`src/rtl/lpht_pkg.sv`:
```
// Shared types and constants for the linear probing hash table.
package lpht_pkg;

    localparam int KeyW  = 31;
    localparam int ValW  = 32;
    localparam int SlotW = 4;

    localparam logic OP_INSERT = 1'b0;
    localparam logic OP_SEARCH = 1'b1;

    localparam logic ST_OK   = 1'b0;
    localparam logic ST_FULL = 1'b1;

    typedef enum logic [4:0] {
        S_CLEAR = 5'b00001,
        S_IDLE  = 5'b00010,
        S_HASH  = 5'b00100,
        S_PROBE = 5'b01000,
        S_DONE  = 5'b10000
    } t_state;

endpackage

```
`src/rtl/linear_probe_hash_table.sv`:
```
// Linear probing hash table top level: hash, probe sequencer and result register.
// Power-of-two TABLE_SLOTS: the home slot is the low key bits; a request takes 1..N probes.
// Other sizes first get the home slot from a key mod unit, a quotient step then a subtract step per key byte.
// Flow: one request at a time; o_ready rises with o_valid, and a result left waiting
// holds the done state.
// Reset (synchronous, active low) starts a clearing pass over the used bits;
// o_ready stays low until it ends.
module linear_probe_hash_table
    import lpht_pkg::*;
#(
    parameter int TABLE_SLOTS = 16
) (
    input  logic                   i_clk,
    input  logic                   i_rst_n,
    input  logic                   i_valid,
    output logic                   o_ready,
    input  logic                   i_op,
    input  logic [KeyW-1:0]        i_key,
    input  logic signed [ValW-1:0] i_value,
    output logic                   o_valid,
    input  logic                   i_ready,
    output logic                   o_found,
    output logic signed [ValW-1:0] o_found_value,
    output logic [SlotW-1:0]       o_slot,
    output logic                   o_status
);

    localparam int  AW     = $clog2(TABLE_SLOTS);
    localparam bit  IsPow2 = (TABLE_SLOTS & (TABLE_SLOTS - 1)) == 0;
    localparam logic [AW-1:0] LastSlot = AW'(TABLE_SLOTS - 1);

    // Key mod unit: fold in one key byte per step with a reciprocal multiply.
    localparam int ChunkW     = 8;
    localparam int NumChunks  = (KeyW + ChunkW - 1) / ChunkW;
    localparam int KeyPadW    = NumChunks * ChunkW;
    localparam int HcW        = $clog2(NumChunks);
    localparam int XW         = AW + ChunkW;
    localparam int MW         = AW + ChunkW + 2;
    localparam int QW         = ChunkW + 1;
    localparam int RecipShift = 2 * AW + ChunkW;
    localparam longint RecipM = (longint'(1) << RecipShift) / TABLE_SLOTS + 1;
    localparam logic [MW-1:0] RecipMul = MW'(RecipM);
    localparam logic [XW-1:0] ModX     = XW'(TABLE_SLOTS);

    t_state                 r_state, n_state;
    logic [AW-1:0]          r_pos, n_pos;
    logic [AW-1:0]          r_cnt, n_cnt;
    logic [AW-1:0]          r_rem, n_rem;
    logic [HcW-1:0]         r_hcnt, n_hcnt;
    logic                   r_hphase, n_hphase;
    logic [QW-1:0]          r_hq, n_hq;
    logic                   r_op, n_op;
    logic [KeyW-1:0]        r_key, n_key;
    logic [ValW-1:0]        r_value, n_value;

    logic                   r_res_found, n_res_found;
    logic [ValW-1:0]        r_res_value, n_res_value;
    logic [AW-1:0]          r_res_slot, n_res_slot;
    logic                   r_res_status, n_res_status;

    logic                   r_out_valid, n_out_valid;
    logic                   r_out_found, n_out_found;
    logic [ValW-1:0]        r_out_value, n_out_value;
    logic [AW-1:0]          r_out_slot, n_out_slot;
    logic                   r_out_status, n_out_status;

    logic [AW-1:0]          w_next_pos;
    logic [KeyPadW-1:0]     w_key_pad;
    logic [XW-1:0]          w_hx;
    logic [XW+MW-1:0]       w_hprod;
    logic [QW-1:0]          w_hq;
    logic [XW-1:0]          w_hqn;
    logic [XW-1:0]          w_hdiff;
    logic [AW-1:0]          w_raddr;
    logic                   w_used_we;
    logic                   w_used_wdata;
    logic                   w_kv_we;
    logic                   w_used_rd;
    logic [KeyW+ValW-1:0]   w_kv_rd;
    logic [KeyW-1:0]        w_rd_key;
    logic [ValW-1:0]        w_rd_value;
    logic                   w_accept;

    assign w_next_pos = (r_pos == LastSlot) ? '0 : r_pos + 1'b1;

    // Shift the next key byte into the remainder; quotient first, then subtract.
    assign w_key_pad = KeyPadW'(r_key);
    assign w_hx      = {r_rem, w_key_pad[r_hcnt*ChunkW +: ChunkW]};
    assign w_hprod   = {{MW{1'b0}}, w_hx} * {{XW{1'b0}}, RecipMul};
    assign w_hq      = w_hprod[RecipShift +: QW];
    assign w_hqn     = XW'(r_hq) * ModX;
    assign w_hdiff   = w_hx - w_hqn;

    assign w_rd_key   = w_kv_rd[KeyW+ValW-1:ValW];
    assign w_rd_value = w_kv_rd[ValW-1:0];

    assign w_accept = i_valid && o_ready;

    always_comb begin
        n_state      = r_state;
        n_pos        = r_pos;
        n_cnt        = r_cnt;
        n_rem        = r_rem;
        n_hcnt       = r_hcnt;
        n_hphase     = r_hphase;
        n_hq         = r_hq;
        n_op         = r_op;
        n_key        = r_key;
        n_value      = r_value;
        n_res_found  = r_res_found;
        n_res_value  = r_res_value;
        n_res_slot   = r_res_slot;
        n_res_status = r_res_status;
        n_out_valid  = r_out_valid;
        n_out_found  = r_out_found;
        n_out_value  = r_out_value;
        n_out_slot   = r_out_slot;
        n_out_status = r_out_status;
        w_raddr      = w_next_pos;
        w_used_we    = 1'b0;
        w_used_wdata = 1'b0;
        w_kv_we      = 1'b0;

        if (r_out_valid && i_ready) begin
            n_out_valid = 1'b0;
        end

        case (r_state)
            S_CLEAR: begin
                w_used_we = 1'b1;
                n_pos     = w_next_pos;
                if (r_pos == LastSlot) begin
                    n_state = S_IDLE;
                end
            end
            S_IDLE: begin
                w_raddr = i_key[AW-1:0];
                if (i_valid) begin
                    n_op    = i_op;
                    n_key   = i_key;
                    n_value = i_value;
                    n_cnt   = '0;
                    if (IsPow2) begin
                        n_pos   = i_key[AW-1:0];
                        n_state = S_PROBE;
                    end else begin
                        n_rem    = '0;
                        n_hcnt   = HcW'(NumChunks - 1);
                        n_hphase = 1'b0;
                        n_state  = S_HASH;
                    end
                end
            end
            S_HASH: begin
                if (!r_hphase) begin
                    n_hq     = w_hq;
                    n_hphase = 1'b1;
                end else begin
                    n_hphase = 1'b0;
                    n_rem    = w_hdiff[AW-1:0];
                    if (r_hcnt == '0) begin
                        w_raddr = w_hdiff[AW-1:0];
                        n_pos   = w_hdiff[AW-1:0];
                        n_state = S_PROBE;
                    end else begin
                        n_hcnt = r_hcnt - 1'b1;
                    end
                end
            end
            S_PROBE: begin
                n_res_found  = 1'b0;
                n_res_value  = '0;
                n_res_slot   = '0;
                n_res_status = ST_OK;
                if (r_op == OP_INSERT) begin
                    if (!w_used_rd) begin
                        w_used_we    = 1'b1;
                        w_used_wdata = 1'b1;
                        w_kv_we      = 1'b1;
                        n_res_slot   = r_pos;
                        n_state      = S_DONE;
                    end else if (r_cnt == LastSlot) begin
                        n_res_status = ST_FULL;
                        n_state      = S_DONE;
                    end else begin
                        n_pos = w_next_pos;
                        n_cnt = r_cnt + 1'b1;
                    end
                end else begin
                    if (!w_used_rd) begin
                        n_state = S_DONE;
                    end else if (w_rd_key == r_key) begin
                        n_res_found = 1'b1;
                        n_res_value = w_rd_value;
                        n_res_slot  = r_pos;
                        n_state     = S_DONE;
                    end else if (r_cnt == LastSlot) begin
                        n_state = S_DONE;
                    end else begin
                        n_pos = w_next_pos;
                        n_cnt = r_cnt + 1'b1;
                    end
                end
            end
            S_DONE: begin
                // Hold the result until the output register frees up.
                if (!r_out_valid || i_ready) begin
                    n_out_valid  = 1'b1;
                    n_out_found  = r_res_found;
                    n_out_value  = r_res_value;
                    n_out_slot   = r_res_slot;
                    n_out_status = r_res_status;
                    n_state      = S_IDLE;
                end
            end
            default: begin
                n_state = S_IDLE;
            end
        endcase
    end

    always_ff @(posedge i_clk) begin
        if (!i_rst_n) begin
            r_state     <= S_CLEAR;
            r_pos       <= '0;
            r_out_valid <= 1'b0;
        end else begin
            r_state     <= n_state;
            r_pos       <= n_pos;
            r_out_valid <= n_out_valid;
        end
    end

    always_ff @(posedge i_clk) begin
        r_cnt        <= n_cnt;
        r_rem        <= n_rem;
        r_hcnt       <= n_hcnt;
        r_hphase     <= n_hphase;
        r_hq         <= n_hq;
        r_op         <= n_op;
        r_key        <= n_key;
        r_value      <= n_value;
        r_res_found  <= n_res_found;
        r_res_value  <= n_res_value;
        r_res_slot   <= n_res_slot;
        r_res_status <= n_res_status;
        r_out_found  <= n_out_found;
        r_out_value  <= n_out_value;
        r_out_slot   <= n_out_slot;
        r_out_status <= n_out_status;
    end

    lpht_ram #(
        .Width(1),
        .Depth(TABLE_SLOTS)
    ) u_used_ram (
        .i_clk  (i_clk),
        .i_we   (w_used_we),
        .i_waddr(r_pos),
        .i_wdata(w_used_wdata),
        .i_raddr(w_raddr),
        .o_rdata(w_used_rd)
    );

    lpht_ram #(
        .Width(KeyW + ValW),
        .Depth(TABLE_SLOTS)
    ) u_kv_ram (
        .i_clk  (i_clk),
        .i_we   (w_kv_we),
        .i_waddr(r_pos),
        .i_wdata({r_key, r_value}),
        .i_raddr(w_raddr),
        .o_rdata(w_kv_rd)
    );

    assign o_ready       = (r_state == S_IDLE);
    assign o_valid       = r_out_valid;
    assign o_found       = r_out_found;
    assign o_found_value = r_out_value;
    assign o_slot        = SlotW'(r_out_slot);
    assign o_status      = r_out_status;

    a_busy_after_accept: assert property (@(posedge i_clk) disable iff (!i_rst_n)
        w_accept |=> !o_ready)
        else $error("block ready in the cycle after taking a request");

    a_hit_is_ok: assert property (@(posedge i_clk) disable iff (!i_rst_n)
        o_valid && o_found |-> o_status == ST_OK)
        else $error("search hit reported together with table full");

    a_miss_zero_value: assert property (@(posedge i_clk) disable iff (!i_rst_n)
        o_valid && !o_found |-> o_found_value == '0)
        else $error("nonzero data on a result without a hit");

    a_write_only_insert: assert property (@(posedge i_clk) disable iff (!i_rst_n)
        w_kv_we |-> r_state == S_PROBE && r_op == OP_INSERT && !w_used_rd)
        else $error("table entry written outside an insert into a free slot");

    a_full_no_slot: assert property (@(posedge i_clk) disable iff (!i_rst_n)
        o_valid && o_status == ST_FULL |-> o_slot == '0 && !o_found)
        else $error("rejected insert reports a slot");

endmodule

```
`src/rtl/lpht_ram.sv`:
```
// Generic single-write, single-read RAM with registered read data.
module lpht_ram #(
    parameter int Width = 8,
    parameter int Depth = 16
) (
    input  logic                     i_clk,
    input  logic                     i_we,
    input  logic [$clog2(Depth)-1:0] i_waddr,
    input  logic [Width-1:0]         i_wdata,
    input  logic [$clog2(Depth)-1:0] i_raddr,
    output logic [Width-1:0]         o_rdata
);

    logic [Width-1:0] r_mem [Depth];
    logic [Width-1:0] r_rdata;

    always_ff @(posedge i_clk) begin
        if (i_we) begin
            r_mem[i_waddr] <= i_wdata;
        end
        r_rdata <= r_mem[i_raddr];
    end

    assign o_rdata = r_rdata;

endmodule

```
`config.mk`:
```
export PLATFORM = sky130hd
export DESIGN_NAME = linear_probe_hash_table
export DESIGN_NICKNAME = d
export VERILOG_FILES = /design/src/rtl/lpht_pkg.sv /design/src/rtl/linear_probe_hash_table.sv /design/src/rtl/lpht_ram.sv
export SDC_FILE = /design/constraint.sdc
export NUM_CORES = 1
export LEC_CHECK = 0
export BUFFER_PORTS_ARGS = -buffer_cell sky130_fd_sc_hd__buf_2
export CORE_AREA = 2 2 321 323
export CTS_CLUSTER_SIZE = 25
export DETAILED_ROUTE_END_ITERATION = 8
export DIE_AREA = 0 0 323 325
export GPL_ROUTABILITY_DRIVEN = 0
export GPL_TIMING_DRIVEN = 0
export HOLD_SLACK_MARGIN = 0.1
export PLACE_DENSITY_LB_ADDON = 0.25
export SLEW_MARGIN = 20
export SYNTH_ARGS = -nofsm -noshare
export SYNTH_HDL_FRONTEND = slang
export SYNTH_SLANG_ARGS = --single-unit
```
`constraint.sdc`:
```
create_clock -name i_clk -period 7.6 [get_ports i_clk]
set_input_delay 1.52 -clock i_clk [delete_from_list [all_inputs] [get_ports i_clk]]
set_output_delay 1.52 -clock i_clk [all_outputs]
set_load 0.02 [all_outputs]
```
# [Word-level counts from Yosys, hierarchy flattened]
# Memory sizes are Yosys's and may differ from the RTL's. A register that Yosys moved wholly into a read port is not among the register bits.
# Index checks and enable logic that the tools add are counted.
[word_totals] elab_cells=105 reg_bits=157 in_bits=68 memories=2 output_inout_bits=40 ram_bits=1024
[mem_list] name="u_kv_ram.r_mem" words=16 width=63 read_ports=1 rd_clocked_by_memory_dff=1 wr=1 line="lpht_ram.sv:14" source="logic [Width-1:0] r_mem [Depth];"
[mem_list] name="u_used_ram.r_mem" words=16 width=1 read_ports=1 rd_clocked_by_memory_dff=1 wr=1 line="lpht_ram.sv:14"
[op_classes] shift=1 n_eq_ne=15 reduce_logical=15 add_sub_neg=4 n_bitwise=2 n_mux=49
[op_table] cell="two-way mux 4 bit" count=21
[op_table] cell="two-way mux 5 bit" count=10
[op_table] cell="variable part select 32 x 6 -> 8 bit" count=1
[op_table] cell="== test 31 bit" count=1
[op_table] cell="case mux 5 bit (5 select lines)" count=1
[op_table] cell="case mux 4 bit (2 select lines)" count=2
[op_table] cell="case mux 4 bit (4 select lines)" count=1
[op_table] cell="two-way mux 1 bit" count=13
[op_table] cell="inequality test 2 bit (second input constant)" count=5
[op_table] cell="adder 4 x 1 -> 4 bit (second input constant)" count=2
[op_table] cell="== test 4 bit (second input constant)" count=2
[op_table] cell="AND reduction 2 bit" count=3
[op_table] cell="AND reduction 3 bit" count=2
[op_table] cell="AND reduction 6 bit" count=1
[op_table] cell="== test 5 x 1 -> 1 bit (second input constant)" count=1
[op_table] cell="== test 5 x 2 -> 1 bit (second input constant)" count=1
[op_table] cell="== test 5 x 3 -> 1 bit (second input constant)" count=1
[op_table] cell="== test 5 x 4 -> 1 bit (second input constant)" count=1
[op_table] cell="== test 5 bit (second input constant)" count=1
[op_table] cell="AND reduction 5 bit" count=1
[op_table] cell="AND reduction 4 bit" count=1
[op_table] cell="nonzero test 4 bit" count=1
[op_table] cell="subtractor 4 x 1 -> 4 bit (second input constant)" count=1
[op_table] cell="inequality test 3 bit (second input constant)" count=1
[op_table] cell="10 further kinds" count=11

# [Depth between registers and ports, before layout]
[depth] depth_word=7 depth_mapped=11 ltp_nobuf=9

# [By module]
# A second synthesis with hierarchy kept.
[unflattened] cells_unflattened=2015 area_unflattened_um2=45702.6
[modules_own_cells] module="lpht_ram at u_kv_ram" seq_area_each_um2=31530.2 n_inst=1 cells_per_inst=1622 area_per_inst_um2=38989.9
[modules_own_cells] module="linear_probe_hash_table" seq_area_each_um2=4614.4 n_inst=1 cells_per_inst=346 area_per_inst_um2=5967.0
[modules_own_cells] module="lpht_ram at u_used_ram" seq_area_each_um2=500.5 n_inst=1 cells_per_inst=47 area_per_inst_um2=745.7

# [Worst setup path after synthesis]
# Ideal clock, no wire load.
[synth_path] kind="reg-to-reg" startpoint="reg r_state[1]" endpoint="mem u_kv_ram.r_mem[0][0] (netlist bit), enable pin" n_path_buf=1 t_required_ns=7.039 period_less_slack_ns=7.301 arrival_time_ns=6.739 slack_ns=0.299 setup_ns=0.561 path_stages_with_launch=10 path_cell_list="dfxtp_1 > nor2_1 > nand2_1 > or3_1 > clkbuf_1 > inv_1 > nand2_1 > inv_1 > nand2_1 > nor3_1"
[synth_via] elab_chain_len=4
[synth_rtl] item="from (decl)" line="linear_probe_hash_table.sv:45" source="t_state r_state, n_state;"
[synth_rtl] item="from (signal assigned)" line="linear_probe_hash_table.sv:228" source="r_state <= n_state;"
[synth_rtl] item="== test 5 x 4 -> 1 bit" line="linear_probe_hash_table.sv:128" source="case (r_state)"
[synth_rtl] item="two-way mux 1 bit" line="linear_probe_hash_table.sv:128"
[synth_rtl] item="named net u_kv_ram.i_we" line="lpht_ram.sv:7" source="input logic i_we,"
[synth_rtl] item="two-way mux 1 bit" line="lpht_ram.sv:18" source="if (i_we) begin"
[synth_rtl] item="two-way mux 1 bit (implied by the code)" line="lpht_ram.sv:19" source="r_mem[i_waddr] <= i_wdata;"
[synth_rtl] item="to (decl)" line="lpht_ram.sv:14"
# The timed path passes the listed nets, and every way through them passes these cells.

# [Worst setup path in the final report]
[layout_path] startpoint="reg r_state[1]" endpoint="mem u_kv_ram.r_mem[0][47] (netlist bit), enable pin"
# Same word-level chain as after synthesis.

==> flow_summary_export.csv <==
group,metric,value,unit
clock_tree,cts_tree,"built",
timing,setup_viol,0,
timing,min_period_over_period,61.94,%
placement,place_ws,3.054,ns
power,seqPwrFrac,41.6,%
detailed_routing,drt-total-wl,130700,µm
global_routing,antenna_found_initial,3,
detailed_routing,drc,0,
floorplanning,fp.coreArea,101300,µm²
run,cap_violations,0,
timing,finalHoldViolCount,0,
detailed_routing,postRouteAntennaNets,0,
placement,portBuffers,106,
clock_tree,cts_setup_buffers,0,
setup_path,crit_type,"reg2reg",
detailed_routing,vias,26860,
global_routing,first_global_vias,27170,
global_routing,grt_max_degree,33,
power,p_sw_share,33.53,%
synthesis,syn_avg_cell_area,16.96,µm²
timing,fmax,0.2124,GHz
power,power.leakage,17.94,nW
min_path,holdCritStartpoint,"r_res_value[22]",
synthesis,synth-seq-area-share,78.89,%
floorplanning,fp.dieArea,105000,µm²
synthesis,synth.area.top_cells,"edfxtp_1 76%, mux2i_1 5.6%, a32oi_1 4.8%",
synthesis,yosysTopAreaCellShare,75.70,%
timing,tightest_slew,1.248,ns
setup_path,reg2reg_setup_slack,2.89,ns
power,p_int,0.01277,W
synthesis,ys_seq_elements,1245,
setup_path,r2r-end,"u_kv_ram.r_mem[0][47]",
timing,rsz0062_at_grt,"false",
final_layout,fin_cells,4541,
setup_path,cp-end-kind,"flip-flop",
clock_tree,cts_num_sinks,1245,
min_path,hold_path_end,"o_found_value[22]",
floorplanning,core.rowCount,117,
detailed_routing,drt_iter0_markers,3354,
floorplanning,initial_core_util,45.85,%
setup_path,worstPathArrival,5.12,ns
global_routing,grt_pass1_wl,186000,µm
setup_path,start_kind,"flip-flop",
clock_tree,clkTransAtPathRegs,0.07,ns
final_layout,final_common_cell,"edfxtp_1",
synthesis,synthesis.area,46450,µm²
clock_tree,hold_buffers,0,
detailed_routing,via_per_inst,5.915,
detailed_routing,dr.pass1.iters,6,
floorplanning,io_pins,108,
power,powerDensity,353.4,nW/µm²
timing,slew_headroom,16.81,%
final_layout,final_cell_mix,"1171 x edfxtp_1, 533 x nand2_1, 258 x mux2i_1",
synthesis,ys.flop_type,"edfxtp_1",
status,outcome,"completed",
power,p_comb_share,28.4,%
final_layout,antenna_cells,0,
synthesis,yosysTopAreaCell,"edfxtp_1",
synthesis,synthDistinctLibCells,53,
timing,clock_skew,0.03165,ns
global_routing,grt.overflow.total,0,
final_layout,n_fill_cell,8002,
power,switchingPower,0.006443,W
floorplanning,die_height,325,µm
placement,hpwl,83080,µm
final_layout,fin_util,53.68,%
final_layout,final_layout_size_suffix_gt1_share,15.38,%
setup_path,crit_fanout,23,
clock_tree,cts_resized,0,
setup_path,rr_worst_depth,13,
detailed_routing,wire_per_inst,28.77,µm
clock_tree,clk_latency,0.72,ns
final_layout,synthToLayoutAreaGrowth,17.06,%
power,p_clk_share,30.0,%
clock_tree,clockRootBuffer,"clkbuf_16",
final_layout,finalInstanceArea,54370,µm²
clock_tree,cts-buffers-inserted,121,
placement,dpl.cell_count,4312,
global_routing,grt.total_usage,24.77,%
timing,setup_slack,2.892,ns
min_path,min_path_type,"reg2reg",
timing,period_minus_slack,4.708,ns
synthesis,synthCells,2739,
synthesis,async_flop_share,0,%
setup_path,worstPathRequired,8.01,ns
placement,placed_area,50560,µm²
setup_path,reg2reg_from,"r_state[1]",
power,ir_drop,0.0002247,V
final_layout,layout.nets,3141,
floorplanning,dieWidth,323,µm
min_path,min_path_cells,0,
synthesis,synth_edf_count,1171,
synthesis,syn_nets,2813,
synthesis,yosysWarnings,0,
clock_tree,clock_path_buffers,3,
clock_tree,htree_levels,3,
timing,timing.setup.tns,0,ns
timing,slew_violations,0,
==> cell usage after synthesis, drive strengths merged (4+ instances only) <==
cell type and count:
inv 13, nor3 14, nor2b 8, nor2 28
buf 73, a32oi 256, nand3 7, a21oi 9
edfxtp 1171, o21ai 6, nand4 9, a22o 5
and2 41, and3 18, mux4 4, and4 64
clkbuf 73, mux2i 258, ha 6, xnor2 32
nand2b 5, nand2 535, o211a 4, dfxtp 74
==> area by class of cell <==
class                   count  area, µm²  area share (%)
flip-flops and latches   1245      36650           67.39
plain buffers             146      800.8           1.473
clock inverters            61      461.7          0.8491
repair buffers            205       2268           4.172
clock buffers             168       3347           6.155
inverters                  13      48.80         0.08974
well taps                1368       1712           3.148
multi-input cells        1335       9091           16.72
==> cells by family (layout without fill, tap and decap cells) <==
group / count (synthesis) / after routing / synth area share [%]
AO/OA/AOI/OAI: 298 / 298 / 5.508
XOR/XNOR: 34 / 34 / 0.6411
adder cells (fa/ha/maj): 6 / 6 / 0.1616
buffers and inverters: 159 / 593 / 1.815
flip-flops: 1245 / 1245 / 78.89
multiplexers: 262 / 262 / 5.754
AND/OR/NAND/NOR: 735 / 735 / 7.230
==> how the worst max path moves through the flow <==
stage / start / to / slack, ns / cells past startpoint
2_1_floorplan: r_state[1] / u_kv_ram.r_mem[0][0] / 0.30 / 9
3_3_place_gp: r_state[1] / u_kv_ram.r_mem[0][24] / -6.89 / 9
3_5_place_dp: r_state[1] / u_kv_ram.r_mem[0][52] / 3.05 / 13
4_1_cts: r_state[1] / u_kv_ram.r_mem[0][47] / 2.96 / 13
5_1_grt: r_state[1] / u_kv_ram.r_mem[1][30] / 2.80 / 12
6_report: r_state[1] / u_kv_ram.r_mem[0][47] / 2.89 / 13
==> sequential cells by signal, summed over array words and instances, names as in the netlist, 2 cells and up <==
signal	count
u_used_ram.r_mem	16
u_kv_ram.r_mem	1008
o_found_value	32
u_kv_ram.o_rdata	63
o_slot	4
r_cnt	4
r_key	31
r_res_value	32
r_state	5
r_hcnt	2
r_pos	4
r_value	32
r_res_slot	4
==> metrics by stage <==
stage / hold slack [ns] / total power (W)
floorplan: 0.4003 / 0.01125
global placement: 0.4011 / 0.01338
detailed placement: 0.4045 / 0.01351
finish: 0.4155 / 0.01922
CTS: 0.4154 / 0.01924
global route: 0.4230 / 0.01984
==> power by group through the flow <==
stage	registers [W]	clock network [W]	logic, W
floorplan	0.00806	0	0.00319
global placement	0.00812	0	0.00526
detailed placement	0.00813	0	0.00538
CTS	0.00798	0.00584	0.00541
global route	0.00801	0.00611	0.00572
finish	0.00799	0.00577	0.00546
==> per-layer routing <==
metal / vias to the layer above / share of wire (%) / global-route usage [%]
li1: 11380 / - / -
met1: 13740 / 39 / 33.32
met2: 1444 / 48 / 39.97
met3: 295 / 8.7 / 4.408
met4: 2 / 4.1 / 10.10
met5: - / 0.0092 / 0
==> worst max-delay path: stages (launching register included) <==
cell and delay, ns:
dfxtp_1 0.38, nor2_1 0.15, nand2_1 0.09, or3_1 0.33
clkbuf_1 0.22, inv_2 0.60, nand2_1 0.25, inv_1 0.50
nand2_1 0.40, nor3_2 0.54, buf_4 0.29, buf_4 0.23
buf_4 0.20, buf_4 0.18
Power figures use the tool's default switching activity.
